**src/rtl/core/suid_pkg.sv**
```systemverilog
// shared constants, codes and control structs for the set union/intersect dedup engine
`default_nettype none

package suid_pkg;

    localparam int TABLE_DEPTH_DEF = 64;
    localparam int VALUE_W         = 32;
    localparam int FUNC_W          = 2;
    localparam int COUNT_OUT_W     = 7;
    localparam int APB_ADDR_W      = 3;
    localparam int APB_DATA_W      = 32;

    // item function codes; the fourth code means nothing and is ignored
    typedef enum logic [FUNC_W-1:0] {
        FUNC_CLEAR  = 2'd0,
        FUNC_LOAD   = 2'd1,
        FUNC_STREAM = 2'd2
    } func_t;

    localparam logic MODE_UNION     = 1'b0;
    localparam logic MODE_INTERSECT = 1'b1;

    // register index, taken from paddr above the byte offset
    localparam logic [APB_ADDR_W-3:0] REG_SET_MODE = '0;

    typedef struct packed {
        logic start;
        logic step;
        logic commit;
    } suid_cmd_t;

    typedef struct packed {
        logic scan_done;
        logic cmp_pend;
        logic out_free;
    } suid_sts_t;

endpackage

`default_nettype wire

```
**src/rtl/core/suid_if.sv**
```systemverilog
// valid/ready channel interfaces for input items and result items
`default_nettype none

interface suid_item_if;
    logic                              valid;
    logic                              ready;
    logic [suid_pkg::FUNC_W-1:0]       func;
    logic signed [suid_pkg::VALUE_W-1:0] elem_value;

    modport source (output valid, func, elem_value, input ready);
    modport sink   (input valid, func, elem_value, output ready);
endinterface

interface suid_res_if;
    logic                                valid;
    logic                                ready;
    logic                                emitted;
    logic signed [suid_pkg::VALUE_W-1:0] out_value;
    logic [suid_pkg::COUNT_OUT_W-1:0]    distinct_count;
    logic                                dropped_full;

    modport source (output valid, emitted, out_value, distinct_count, dropped_full,
                    input ready);
    modport sink   (input valid, emitted, out_value, distinct_count, dropped_full,
                    output ready);
endinterface

`default_nettype wire

```
**src/rtl/core/set_union_intersect_dedup.sv**
```systemverilog
// top level of the streaming set union/intersect dedup engine
//
// channel   dir   handshake             payload
// item      in    valid/ready           func, elem_value
// result    out   valid/ready           emitted, out_value, distinct_count, dropped_full
// apb       in    psel/penable/pready   paddr, pwrite, pwdata -> prdata (set_mode at 0x0)
//
// scan: between acceptance and its result an item reads len entries, len being the filled
//   depth of the table(s) it must search
//   (filter count for a load, result count for a union stream, the larger of both for
//   an intersect stream, 0 for clear); the scan reads one ram entry per cycle from each
//   table ram
// the next item is accepted the cycle after the previous result is registered
// reset: asynchronous, clears counts and mode; table rams need no clearing pass
// stalls: a result waiting on the output register holds the engine in its commit step
`default_nettype none

module set_union_intersect_dedup #(
    parameter int TABLE_DEPTH = suid_pkg::TABLE_DEPTH_DEF
) (
    input  wire logic                                 clk,
    input  wire logic                                 rst_n,
    suid_item_if.sink                                 item,
    suid_res_if.source                                result,
    input  wire logic                                 psel,
    input  wire logic                                 penable,
    input  wire logic                                 pwrite,
    input  wire logic [suid_pkg::APB_ADDR_W-1:0]      paddr,
    input  wire logic [suid_pkg::APB_DATA_W-1:0]      pwdata,
    output logic      [suid_pkg::APB_DATA_W-1:0]      prdata,
    output logic                                      pready
);

    logic                set_mode_reg;
    logic                cfg_hit;
    logic                item_ready;
    suid_pkg::suid_cmd_t cmd;
    suid_pkg::suid_sts_t sts;

    // config register decode, word addressed
    assign cfg_hit = (paddr[suid_pkg::APB_ADDR_W-1:2] == suid_pkg::REG_SET_MODE);
    assign pready  = 1'b1;

    always_ff @(posedge clk or negedge rst_n)
    begin
        if (!rst_n)
        begin
            set_mode_reg <= suid_pkg::MODE_UNION;
        end
        else if (psel && penable && pwrite && cfg_hit)
        begin
            set_mode_reg <= pwdata[0];
        end
    end

    assign prdata = cfg_hit ? {{(suid_pkg::APB_DATA_W-1){1'b0}}, set_mode_reg} : '0;

    // one transaction at a time: controller sequences, datapath searches and stores
    suid_ctrl u_ctrl (
        .clk        (clk),
        .rst_n      (rst_n),
        .item_valid (item.valid),
        .item_ready (item_ready),
        .sts        (sts),
        .cmd        (cmd)
    );

    assign item.ready = item_ready;

    suid_dp #(.TABLE_DEPTH(TABLE_DEPTH)) u_dp (
        .clk        (clk),
        .rst_n      (rst_n),
        .set_mode   (set_mode_reg),
        .func       (item.func),
        .elem_value (item.elem_value),
        .cmd        (cmd),
        .sts        (sts),
        .result     (result)
    );

endmodule

`default_nettype wire

```
**src/rtl/core/suid_ram.sv**
```systemverilog
// generic simple dual-port ram with registered read
`default_nettype none

module suid_ram #(
    parameter int WIDTH = 32,
    parameter int DEPTH = 64
) (
    input  wire logic                     clk,
    input  wire logic                     we,
    input  wire logic [$clog2(DEPTH)-1:0] waddr,
    input  wire logic [WIDTH-1:0]         wdata,
    input  wire logic [$clog2(DEPTH)-1:0] raddr,
    output logic      [WIDTH-1:0]         rdata
);

    logic [WIDTH-1:0] mem [DEPTH];
    logic [WIDTH-1:0] rdata_reg;

    always_ff @(posedge clk)
    begin
        if (we)
        begin
            mem[waddr] <= wdata;
        end
        rdata_reg <= mem[raddr];
    end

    assign rdata = rdata_reg;

endmodule

`default_nettype wire

```
**src/rtl/core/suid_ctrl.sv**
```systemverilog
// controller fsm: accept, scan the tables, commit the result
`default_nettype none

module suid_ctrl (
    input  wire logic                 clk,
    input  wire logic                 rst_n,
    input  wire logic                 item_valid,
    output logic                      item_ready,
    input  wire suid_pkg::suid_sts_t  sts,
    output suid_pkg::suid_cmd_t       cmd
);

    typedef enum logic [2:0] {
        ST_IDLE = 3'b001,
        ST_SCAN = 3'b010,
        ST_DONE = 3'b100
    } state_t;

    state_t state_reg;
    state_t state_next;

    always_ff @(posedge clk or negedge rst_n)
    begin
        if (!rst_n)
        begin
            state_reg <= ST_IDLE;
        end
        else
        begin
            state_reg <= state_next;
        end
    end

    always_comb
    begin
        state_next = state_reg;
        cmd        = '0;
        item_ready = 1'b0;
        unique case (state_reg)
            ST_IDLE:
            begin
                item_ready = 1'b1;
                if (item_valid)
                begin
                    cmd.start  = 1'b1;
                    state_next = ST_SCAN;
                end
            end
            ST_SCAN:
            begin
                // issue reads until the span is covered, then let the last compare land
                if (!sts.scan_done)
                begin
                    cmd.step = 1'b1;
                end
                else if (!sts.cmp_pend)
                begin
                    state_next = ST_DONE;
                end
            end
            ST_DONE:
            begin
                if (sts.out_free)
                begin
                    cmd.commit = 1'b1;
                    state_next = ST_IDLE;
                end
            end
            default:
            begin
                state_next = ST_IDLE;
            end
        endcase
    end

endmodule

`default_nettype wire

```
**src/rtl/core/suid_dp.sv**
```systemverilog
// datapath: item registers, table rams, scan compare, counts and result register
`default_nettype none

module suid_dp #(
    parameter int TABLE_DEPTH = suid_pkg::TABLE_DEPTH_DEF
) (
    input  wire logic                                clk,
    input  wire logic                                rst_n,
    input  wire logic                                set_mode,
    input  wire logic [suid_pkg::FUNC_W-1:0]         func,
    input  wire logic signed [suid_pkg::VALUE_W-1:0] elem_value,
    input  wire suid_pkg::suid_cmd_t                 cmd,
    output suid_pkg::suid_sts_t                      sts,
    suid_res_if.source                               result
);

    localparam int AW    = $clog2(TABLE_DEPTH);
    localparam int CNT_W = $clog2(TABLE_DEPTH + 1);
    localparam int OUT_W = suid_pkg::COUNT_OUT_W;
    localparam int VW    = suid_pkg::VALUE_W;
    localparam logic [CNT_W-1:0] DEPTH_C = CNT_W'(TABLE_DEPTH);

    logic [suid_pkg::FUNC_W-1:0] func_reg;
    logic [VW-1:0]               value_reg;
    logic                        mode_reg;
    logic [CNT_W-1:0]            len_reg;
    logic [CNT_W-1:0]            len_next;
    logic [CNT_W-1:0]            idx_reg;
    logic [CNT_W-1:0]            cmp_idx_reg;
    logic                        cmp_vld_reg;
    logic                        hit_r_reg;
    logic                        hit_f_reg;
    logic [CNT_W-1:0]            rcount_reg;
    logic [CNT_W-1:0]            rcount_next;
    logic [CNT_W-1:0]            fcount_reg;
    logic [CNT_W-1:0]            fcount_next;
    logic                        out_valid_reg;
    logic                        emitted_reg;
    logic                        emitted_next;
    logic [VW-1:0]               out_value_reg;
    logic [OUT_W-1:0]            count_out_reg;
    logic                        dropped_reg;
    logic                        dropped_next;
    logic                        r_we;
    logic                        f_we;
    logic                        wanted;
    logic [VW-1:0]               r_rdata;
    logic [VW-1:0]               f_rdata;
    logic [CNT_W+OUT_W-1:0]      count_ext;

    suid_ram #(.WIDTH(VW), .DEPTH(TABLE_DEPTH)) u_result_ram (
        .clk   (clk),
        .we    (cmd.commit && r_we),
        .waddr (rcount_reg[AW-1:0]),
        .wdata (value_reg),
        .raddr (idx_reg[AW-1:0]),
        .rdata (r_rdata)
    );

    suid_ram #(.WIDTH(VW), .DEPTH(TABLE_DEPTH)) u_filter_ram (
        .clk   (clk),
        .we    (cmd.commit && f_we),
        .waddr (fcount_reg[AW-1:0]),
        .wdata (value_reg),
        .raddr (idx_reg[AW-1:0]),
        .rdata (f_rdata)
    );

    // scan span: filled part of whichever tables the item must look at
    always_comb
    begin
        len_next = '0;
        unique case (func)
            suid_pkg::FUNC_LOAD:
            begin
                len_next = fcount_reg;
            end
            suid_pkg::FUNC_STREAM:
            begin
                if (set_mode == suid_pkg::MODE_INTERSECT && fcount_reg > rcount_reg)
                begin
                    len_next = fcount_reg;
                end
                else
                begin
                    len_next = rcount_reg;
                end
            end
            default:
            begin
                len_next = '0;
            end
        endcase
    end

    // payload and scan registers
    always_ff @(posedge clk)
    begin
        if (cmd.start)
        begin
            func_reg  <= func;
            value_reg <= elem_value;
            mode_reg  <= set_mode;
            len_reg   <= len_next;
        end
        if (cmd.step)
        begin
            cmp_idx_reg <= idx_reg;
        end
        if (cmd.commit)
        begin
            emitted_reg   <= emitted_next;
            out_value_reg <= emitted_next ? value_reg : '0;
            count_out_reg <= count_ext[OUT_W-1:0];
            dropped_reg   <= dropped_next;
        end
    end

    always_ff @(posedge clk or negedge rst_n)
    begin
        if (!rst_n)
        begin
            idx_reg       <= '0;
            cmp_vld_reg   <= 1'b0;
            hit_r_reg     <= 1'b0;
            hit_f_reg     <= 1'b0;
            rcount_reg    <= '0;
            fcount_reg    <= '0;
            out_valid_reg <= 1'b0;
        end
        else
        begin
            cmp_vld_reg <= cmd.step;
            if (cmd.start)
            begin
                idx_reg   <= '0;
                hit_r_reg <= 1'b0;
                hit_f_reg <= 1'b0;
            end
            else
            begin
                if (cmd.step)
                begin
                    idx_reg <= idx_reg + 1'b1;
                end
                if (cmp_vld_reg)
                begin
                    if (cmp_idx_reg < rcount_reg && r_rdata == value_reg)
                    begin
                        hit_r_reg <= 1'b1;
                    end
                    if (cmp_idx_reg < fcount_reg && f_rdata == value_reg)
                    begin
                        hit_f_reg <= 1'b1;
                    end
                end
            end
            if (cmd.commit)
            begin
                rcount_reg    <= rcount_next;
                fcount_reg    <= fcount_next;
                out_valid_reg <= 1'b1;
            end
            else if (result.ready)
            begin
                out_valid_reg <= 1'b0;
            end
        end
    end

    // decision once the scan has finished
    always_comb
    begin
        rcount_next  = rcount_reg;
        fcount_next  = fcount_reg;
        r_we         = 1'b0;
        f_we         = 1'b0;
        emitted_next = 1'b0;
        dropped_next = 1'b0;
        wanted       = !hit_r_reg && (mode_reg == suid_pkg::MODE_UNION || hit_f_reg);
        unique case (func_reg)
            suid_pkg::FUNC_CLEAR:
            begin
                rcount_next = '0;
                fcount_next = '0;
            end
            suid_pkg::FUNC_LOAD:
            begin
                if (!hit_f_reg)
                begin
                    if (fcount_reg < DEPTH_C)
                    begin
                        f_we        = 1'b1;
                        fcount_next = fcount_reg + 1'b1;
                    end
                    else
                    begin
                        dropped_next = 1'b1;
                    end
                end
            end
            suid_pkg::FUNC_STREAM:
            begin
                if (wanted)
                begin
                    if (rcount_reg < DEPTH_C)
                    begin
                        r_we         = 1'b1;
                        rcount_next  = rcount_reg + 1'b1;
                        emitted_next = 1'b1;
                    end
                    else
                    begin
                        dropped_next = 1'b1;
                    end
                end
            end
            default:
            begin
                rcount_next = rcount_reg;
            end
        endcase
    end

    // reported count wraps at the output width
    assign count_ext = {{OUT_W{1'b0}}, rcount_next};

    assign sts.scan_done = (idx_reg == len_reg);
    assign sts.cmp_pend  = cmp_vld_reg;
    assign sts.out_free  = !out_valid_reg || result.ready;

    assign result.valid          = out_valid_reg;
    assign result.emitted        = emitted_reg;
    assign result.out_value      = $signed(out_value_reg);
    assign result.distinct_count = count_out_reg;
    assign result.dropped_full   = dropped_reg;

    a_rcount_bound: assert property (@(posedge clk) disable iff (!rst_n)
        rcount_reg <= DEPTH_C)
        else $error("result count beyond table depth");

    a_fcount_bound: assert property (@(posedge clk) disable iff (!rst_n)
        fcount_reg <= DEPTH_C)
        else $error("filter count beyond table depth");

    a_emit_not_drop: assert property (@(posedge clk) disable iff (!rst_n)
        out_valid_reg && emitted_reg |-> !dropped_reg)
        else $error("result both emitted and dropped");

    a_commit_valid: assert property (@(posedge clk) disable iff (!rst_n)
        cmd.commit |=> out_valid_reg)
        else $error("committed result not presented");

    a_scan_bound: assert property (@(posedge clk) disable iff (!rst_n)
        cmd.step |-> idx_reg < len_reg)
        else $error("table read past scan span");

endmodule

`default_nettype wire

```
**src/flat_wrapper.sv**
```systemverilog
// flat-port wrapper written by rule: the top's interface ports become plain ports
module set_union_intersect_dedup_flat 
#(
    parameter int TABLE_DEPTH = suid_pkg::TABLE_DEPTH_DEF
)
  (clk, rst_n, psel, penable, pwrite, paddr, pwdata, prdata, pready, item_valid, item_func, item_elem_value, item_ready, result_valid, result_emitted, result_out_value, result_distinct_count, result_dropped_full, result_ready);
  suid_item_if item_i ();
  suid_res_if result_i ();
  input  wire logic clk;
  input  wire logic rst_n;
  input  wire logic psel;
  input  wire logic penable;
  input  wire logic pwrite;
  input  wire logic [suid_pkg::APB_ADDR_W-1:0] paddr;
  input  wire logic [suid_pkg::APB_DATA_W-1:0] pwdata;
  output logic      [suid_pkg::APB_DATA_W-1:0] prdata;
  output logic pready;
  input wire logic [$bits(item_i.valid)-1:0] item_valid;
  input wire logic [$bits(item_i.func)-1:0] item_func;
  input wire logic [$bits(item_i.elem_value)-1:0] item_elem_value;
  output wire logic [$bits(item_i.ready)-1:0] item_ready;
  output wire logic [$bits(result_i.valid)-1:0] result_valid;
  output wire logic [$bits(result_i.emitted)-1:0] result_emitted;
  output wire logic [$bits(result_i.out_value)-1:0] result_out_value;
  output wire logic [$bits(result_i.distinct_count)-1:0] result_distinct_count;
  output wire logic [$bits(result_i.dropped_full)-1:0] result_dropped_full;
  input wire logic [$bits(result_i.ready)-1:0] result_ready;
  assign item_i.valid = item_valid;
  assign item_i.func = item_func;
  assign item_i.elem_value = item_elem_value;
  assign item_ready = item_i.ready;
  assign result_valid = result_i.valid;
  assign result_emitted = result_i.emitted;
  assign result_out_value = result_i.out_value;
  assign result_distinct_count = result_i.distinct_count;
  assign result_dropped_full = result_i.dropped_full;
  assign result_i.ready = result_ready;
  set_union_intersect_dedup #(.TABLE_DEPTH(TABLE_DEPTH)) u_core (.clk(clk), .rst_n(rst_n), .item(item_i), .result(result_i), .psel(psel), .penable(penable), .pwrite(pwrite), .paddr(paddr), .pwdata(pwdata), .prdata(prdata), .pready(pready));
endmodule
```
**config.mk**
```make
export PLATFORM = sky130hd
export DESIGN_NAME = set_union_intersect_dedup_flat
export DESIGN_NICKNAME = d
export VERILOG_FILES = /design/src/rtl/core/suid_pkg.sv /design/src/rtl/core/suid_if.sv /design/src/rtl/core/set_union_intersect_dedup.sv /design/src/rtl/core/suid_ram.sv /design/src/rtl/core/suid_ctrl.sv /design/src/rtl/core/suid_dp.sv /design/src/flat_wrapper.sv
export SDC_FILE = /design/constraint.sdc
export NUM_CORES = 2
export LEC_CHECK = 0
export ABC_CLOCK_PERIOD_IN_PS = 7220
export CAP_MARGIN = 20
export CORE_AREA = 2 2 619 621
export DETAILED_ROUTE_END_ITERATION = 8
export DIE_AREA = 0 0 621 623
export DONT_BUFFER_PORTS = 1
export HOLD_SLACK_MARGIN = 0.1
export PLACE_DENSITY = 0.57
export SLEW_MARGIN = 25
export SYNTH_ARGS = -nofsm -noshare
export SYNTH_HDL_FRONTEND = slang
export SYNTH_SLANG_ARGS = --single-unit
```
**constraint.sdc**
```tcl
create_clock -name clk -period 7.22 [get_ports clk]
set_input_delay 1.444 -clock clk [delete_from_list [all_inputs] [get_ports clk]]
set_output_delay 1.444 -clock clk [all_outputs]
set_load 0.02 [all_outputs]
```
==> run_results.csv <==
group,metric,value,unit
pwr,pwr-share-seq,47.3,%
placement,io_buffers,0,
timing,hold_viol,0,
setup_path,start_kind,"register",
pwr,switchingPower,16.1,mW
placement,dpl_worst_slack,2.32,ns
setup_path,max_stage_delay,0.97,ns
pwr,power.leakage,55.5,nW
grt,antenna_found_initial,32,
layout,final_cell_area,186000,um2
timing,tightest_slew,1.35,ns
clock_tree,cts.sinks,4279,
setup_path,cp_num_buf_inv,2,
grt,grt_util_met3,4.74,%
timing,grt_setup_unrepaired,"no",
setup_path,regToRegEndpoint,"u_core.u_dp.u_filter_ram.mem[47][27]",
setup_path,crit_start,"u_core.u_dp.func_reg[1]",
layout,fill_cells,30300,
floorplan,rows,227,
floorplan,die-area,387000,um2
timing,finalMaxSlewViolations,0,
placement,dp_hpwl,254000,um
grt,grt_max_degree,132,
pwr,p_clk_share,35.8,%
clock_tree,clkTransAtPathRegs,0.06,ns
setup_path,path_delay_family,"simple AND/OR/NAND/NOR gates",
layout,final_nets,7581,
grt,grt_overflow,0,
timing,tns,0,ns
clock_tree,cts_root_buffer,"clkbuf_16",
synthesis,synth.distinct_cells,56,
drt,drt-pass1-iter-count,6,
synthesis,synth_fa_ha_area_share,0.207,%
pwr,swShare,26.1,%
grt,top_usage_layer,"met2",
pwr,intPower,45.4,mW
setup_path,worstPathRequired,7.88,ns
grt,grt_pass1_wl,604000,um
setup_path,path_class,"register to register",
synthesis,synthSimpleGateAreaFrac,1.03,%
drt,ant_nets,0,
layout,reg.largest.list,"u_core.u_dp.u_filter_ram.mem: 2048 flops, u_core.u_dp.u_result_ram.mem: 2048 flops",
synthesis,synth_area_per_cell,23.0,um2
floorplan,core-area,381000,um2
synthesis,synth_mux_area_share,16.2,%
timing,post-route-period-util,61.1,%
job,maxCapViolCount,0,
synthesis,synth_top_area_share,77.1,%
drt,vias_per_cell,5.97,
setup_path,r2r_start,"u_core.u_dp.func_reg[1]",
timing,min_period,4.41,ns
pwr,vdd_drop_max,0.000271,V
outcome,run_status,"completed",
floorplan,initial_utilization,42.8,%
layout,drive_above_1_share,27.2,%
floorplan,ios,152,
clock_tree,cts_tree,"done",
synthesis,synthArstFlopShare,0.678,%
synthesis,synth_xor_area_share,0.398,%
timing,setup_viol_count_final,0,
setup_path,crit_slowest_cell,"nor2_4",
floorplan,die_h,623,um
pwr,combPwrFrac,16.9,%
placement,post_dp_cell_area,172000,um2
clock_tree,cts_buffer_depth,4,
grt,grt_usage,22.2,%
synthesis,ys_top_cells_by_area,"edfxtp_1, mux4_2, mux2i_1",
drt,wl_per_cell,33.8,um
grt,use_met2,35.1,%
clock_tree,cts_buffers,433,
synthesis,synth_edf_count,4186,
drt,drt-initial-drc-count,9520,
clock_tree,h-tree-depth,5,
synthesis,synth-main-ff-cell,"edfxtp_1",
clock_tree,cts_setup_buffers,0,
synthesis,synth_area,163000,um2
setup_path,crit_chain,"inv_1 -> ha_1 -> nor3b_1 -> nand3_2 -> nor2_1 -> nand3_1 -> nor2_4 -> buf_4",
drt,num_vias,77100,
grt,first_global_vias,76600,
synthesis,yosys_warnings,0,
worst_hold_path,hold_path_class,"input pin to async pin",
layout,areaGrowthSynthToFinish,14.0,%
drt,drt-total-wl,436000,um
placement,gp_congestion,0.899,
synthesis,ys_seq_area_share,78.4,%
synthesis,synth_cells,7093,
setup_path,critical_path_arrival,5.07,ns
clock_tree,worst_skew_pair.late_latency,1.00,ns
synthesis,synth_seq_cells,4279,
timing,setup_slack,2.81,ns
setup_path,cp_max_fo,23,
synthesis,synth_top_area_cell,"edfxtp_1",
timing,finalClockSkew,0.0719,ns
setup_path,rrSetupSlack,2.81,ns
floorplan,die_w,621,um
drt,drcViolationCount,0,
synthesis,synth_top_family_by_area,"multiplexers",
setup_path,rr_worst_depth,8,
setup_path,endpoint_kind,"register",
pwr,p_per_area,331,nW/um2
timing,fmax,0.227,GHz
synthesis,synth_compound_area_share,2.53,%
timing,relSlewSlack,9.70,%
layout,final_util,48.8,%
grt,met1_usage,31.0,%
-- worst max path at each step --
stage / end / cells past startpoint / slack [ns]
after floorplan: u_core.u_dp.u_result_ram.mem[47][0] / 6 / 1.79
after global placement: u_core.u_dp.u_result_ram.mem[61][24] / 10 / 2.32
after detailed placement: u_core.u_dp.u_result_ram.mem[61][24] / 10 / 2.32
after CTS: u_core.u_dp.u_filter_ram.mem[47][27] / 8 / 2.85
after global routing: u_core.u_dp.u_filter_ram.mem[37][20] / 8 / 2.64
final: u_core.u_dp.u_filter_ram.mem[47][27] / 8 / 2.81
-- per-stage QoR --
stage / hold WS (ns) / total power, mW / cells
2_1_floorplan: 0.420 / 36.5 / 7123
3_3_place_gp: 0.521 / 39.9 / 12000
3_5_place_dp: 0.512 / 40.1 / 12100
4_1_cts: 0.101 / 62.0 / 12900
5_1_grt: 0.129 / 63.4 / 12900
6_report: 0.168 / 61.5 / 12900
-- area by class of cell --
type | count | area (um2) | share of cell area (%)
Sequential cell | 4279 | 128000 | 68.7
Timing Repair Buffer | 336 | 3460 | 1.86
Inverter | 23 | 87.6 | 0.0471
Antenna cell | 25 | 62.6 | 0.0337
Clock buffer | 522 | 11300 | 6.08
Tap cell | 5038 | 6300 | 3.39
Multi-Input combinational cell | 2405 | 34300 | 18.5
Clock inverter | 279 | 2560 | 1.38
-- kinds of logic (layout without fill, tap and decap cells) --
| family | after synthesis | after routing |
|---|---|---|
| and+or+nand+nor | 352 | 352 |
| AOI/OAI and AO/OA | 562 | 562 |
| other | 2 | 57 |
| buffers and inverters | 439 | 1160 |
| muxes | 1358 | 1358 |
| adders and majority gates | 27 | 27 |
| xor gates and xnor gates | 74 | 74 |
| DFF | 4279 | 4279 |
-- metal layers --
metal  routed length (um)  vias to the layer above
li1                     -                    31100
met4                14300                        2
met1               178000                    42100
met3                35700                      617
met2               208000                     3267
met5                  227                        -
-- power groups by stage --
stage	Sequential (mW)	Clock, mW	Combinational (mW)
detailed placement	29.6	0	10.5
CTS	29.1	22.4	10.6
global placement	29.6	0	10.3
finish	29.1	22.0	10.4
floorplan	30.1	0	6.33
global route	29.1	23.3	11.0
-- Yosys cell counts (63+ instances only) --
cell type and n:
a22o_1 63, dfxtp_1 64, a22oi_1 126, xnor2_1 67
edfxtp_1 4186, mux2i_1 330, o221ai_1 64, clkbuf_1 178
o211ai_1 70, nand2_1 68, a21oi_1 77, nor2_1 119
mux4_2 1024, buf_2 144
-- what timing repair did --
item / in CTS / in global routing
gates resized for setup: 0 / 0
hold buffers: 3 / 0
hold endpoints to repair: 5 / 0
endpoints found under the setup margin: 0 / 0
-- cell usage in the layout, fill, tap and decap left out, types with 41 or more instances in the layout --
| cell type | n |
|---|---|
| a21oi_1 | 73 |
| a221oi_1 | 58 |
| a22o_1 | 63 |
| a22oi_1 | 126 |
| buf_12 | 41 |
| buf_4 | 266 |
| clkbuf_1 | 81 |
| clkbuf_16 | 438 |
| clkinv_1 | 113 |
| clkinv_2 | 92 |
| dfxtp_1 | 64 |
| edfxtp_1 | 4186 |
| mux2i_1 | 330 |
| mux4_2 | 1024 |
| nand2_1 | 66 |
| nor2_4 | 101 |
| o211ai_1 | 70 |
| o21ai_0 | 45 |
| o221ai_1 | 64 |
| xnor2_1 | 67 |
Note: power is estimated with default switching activity, not from simulation.
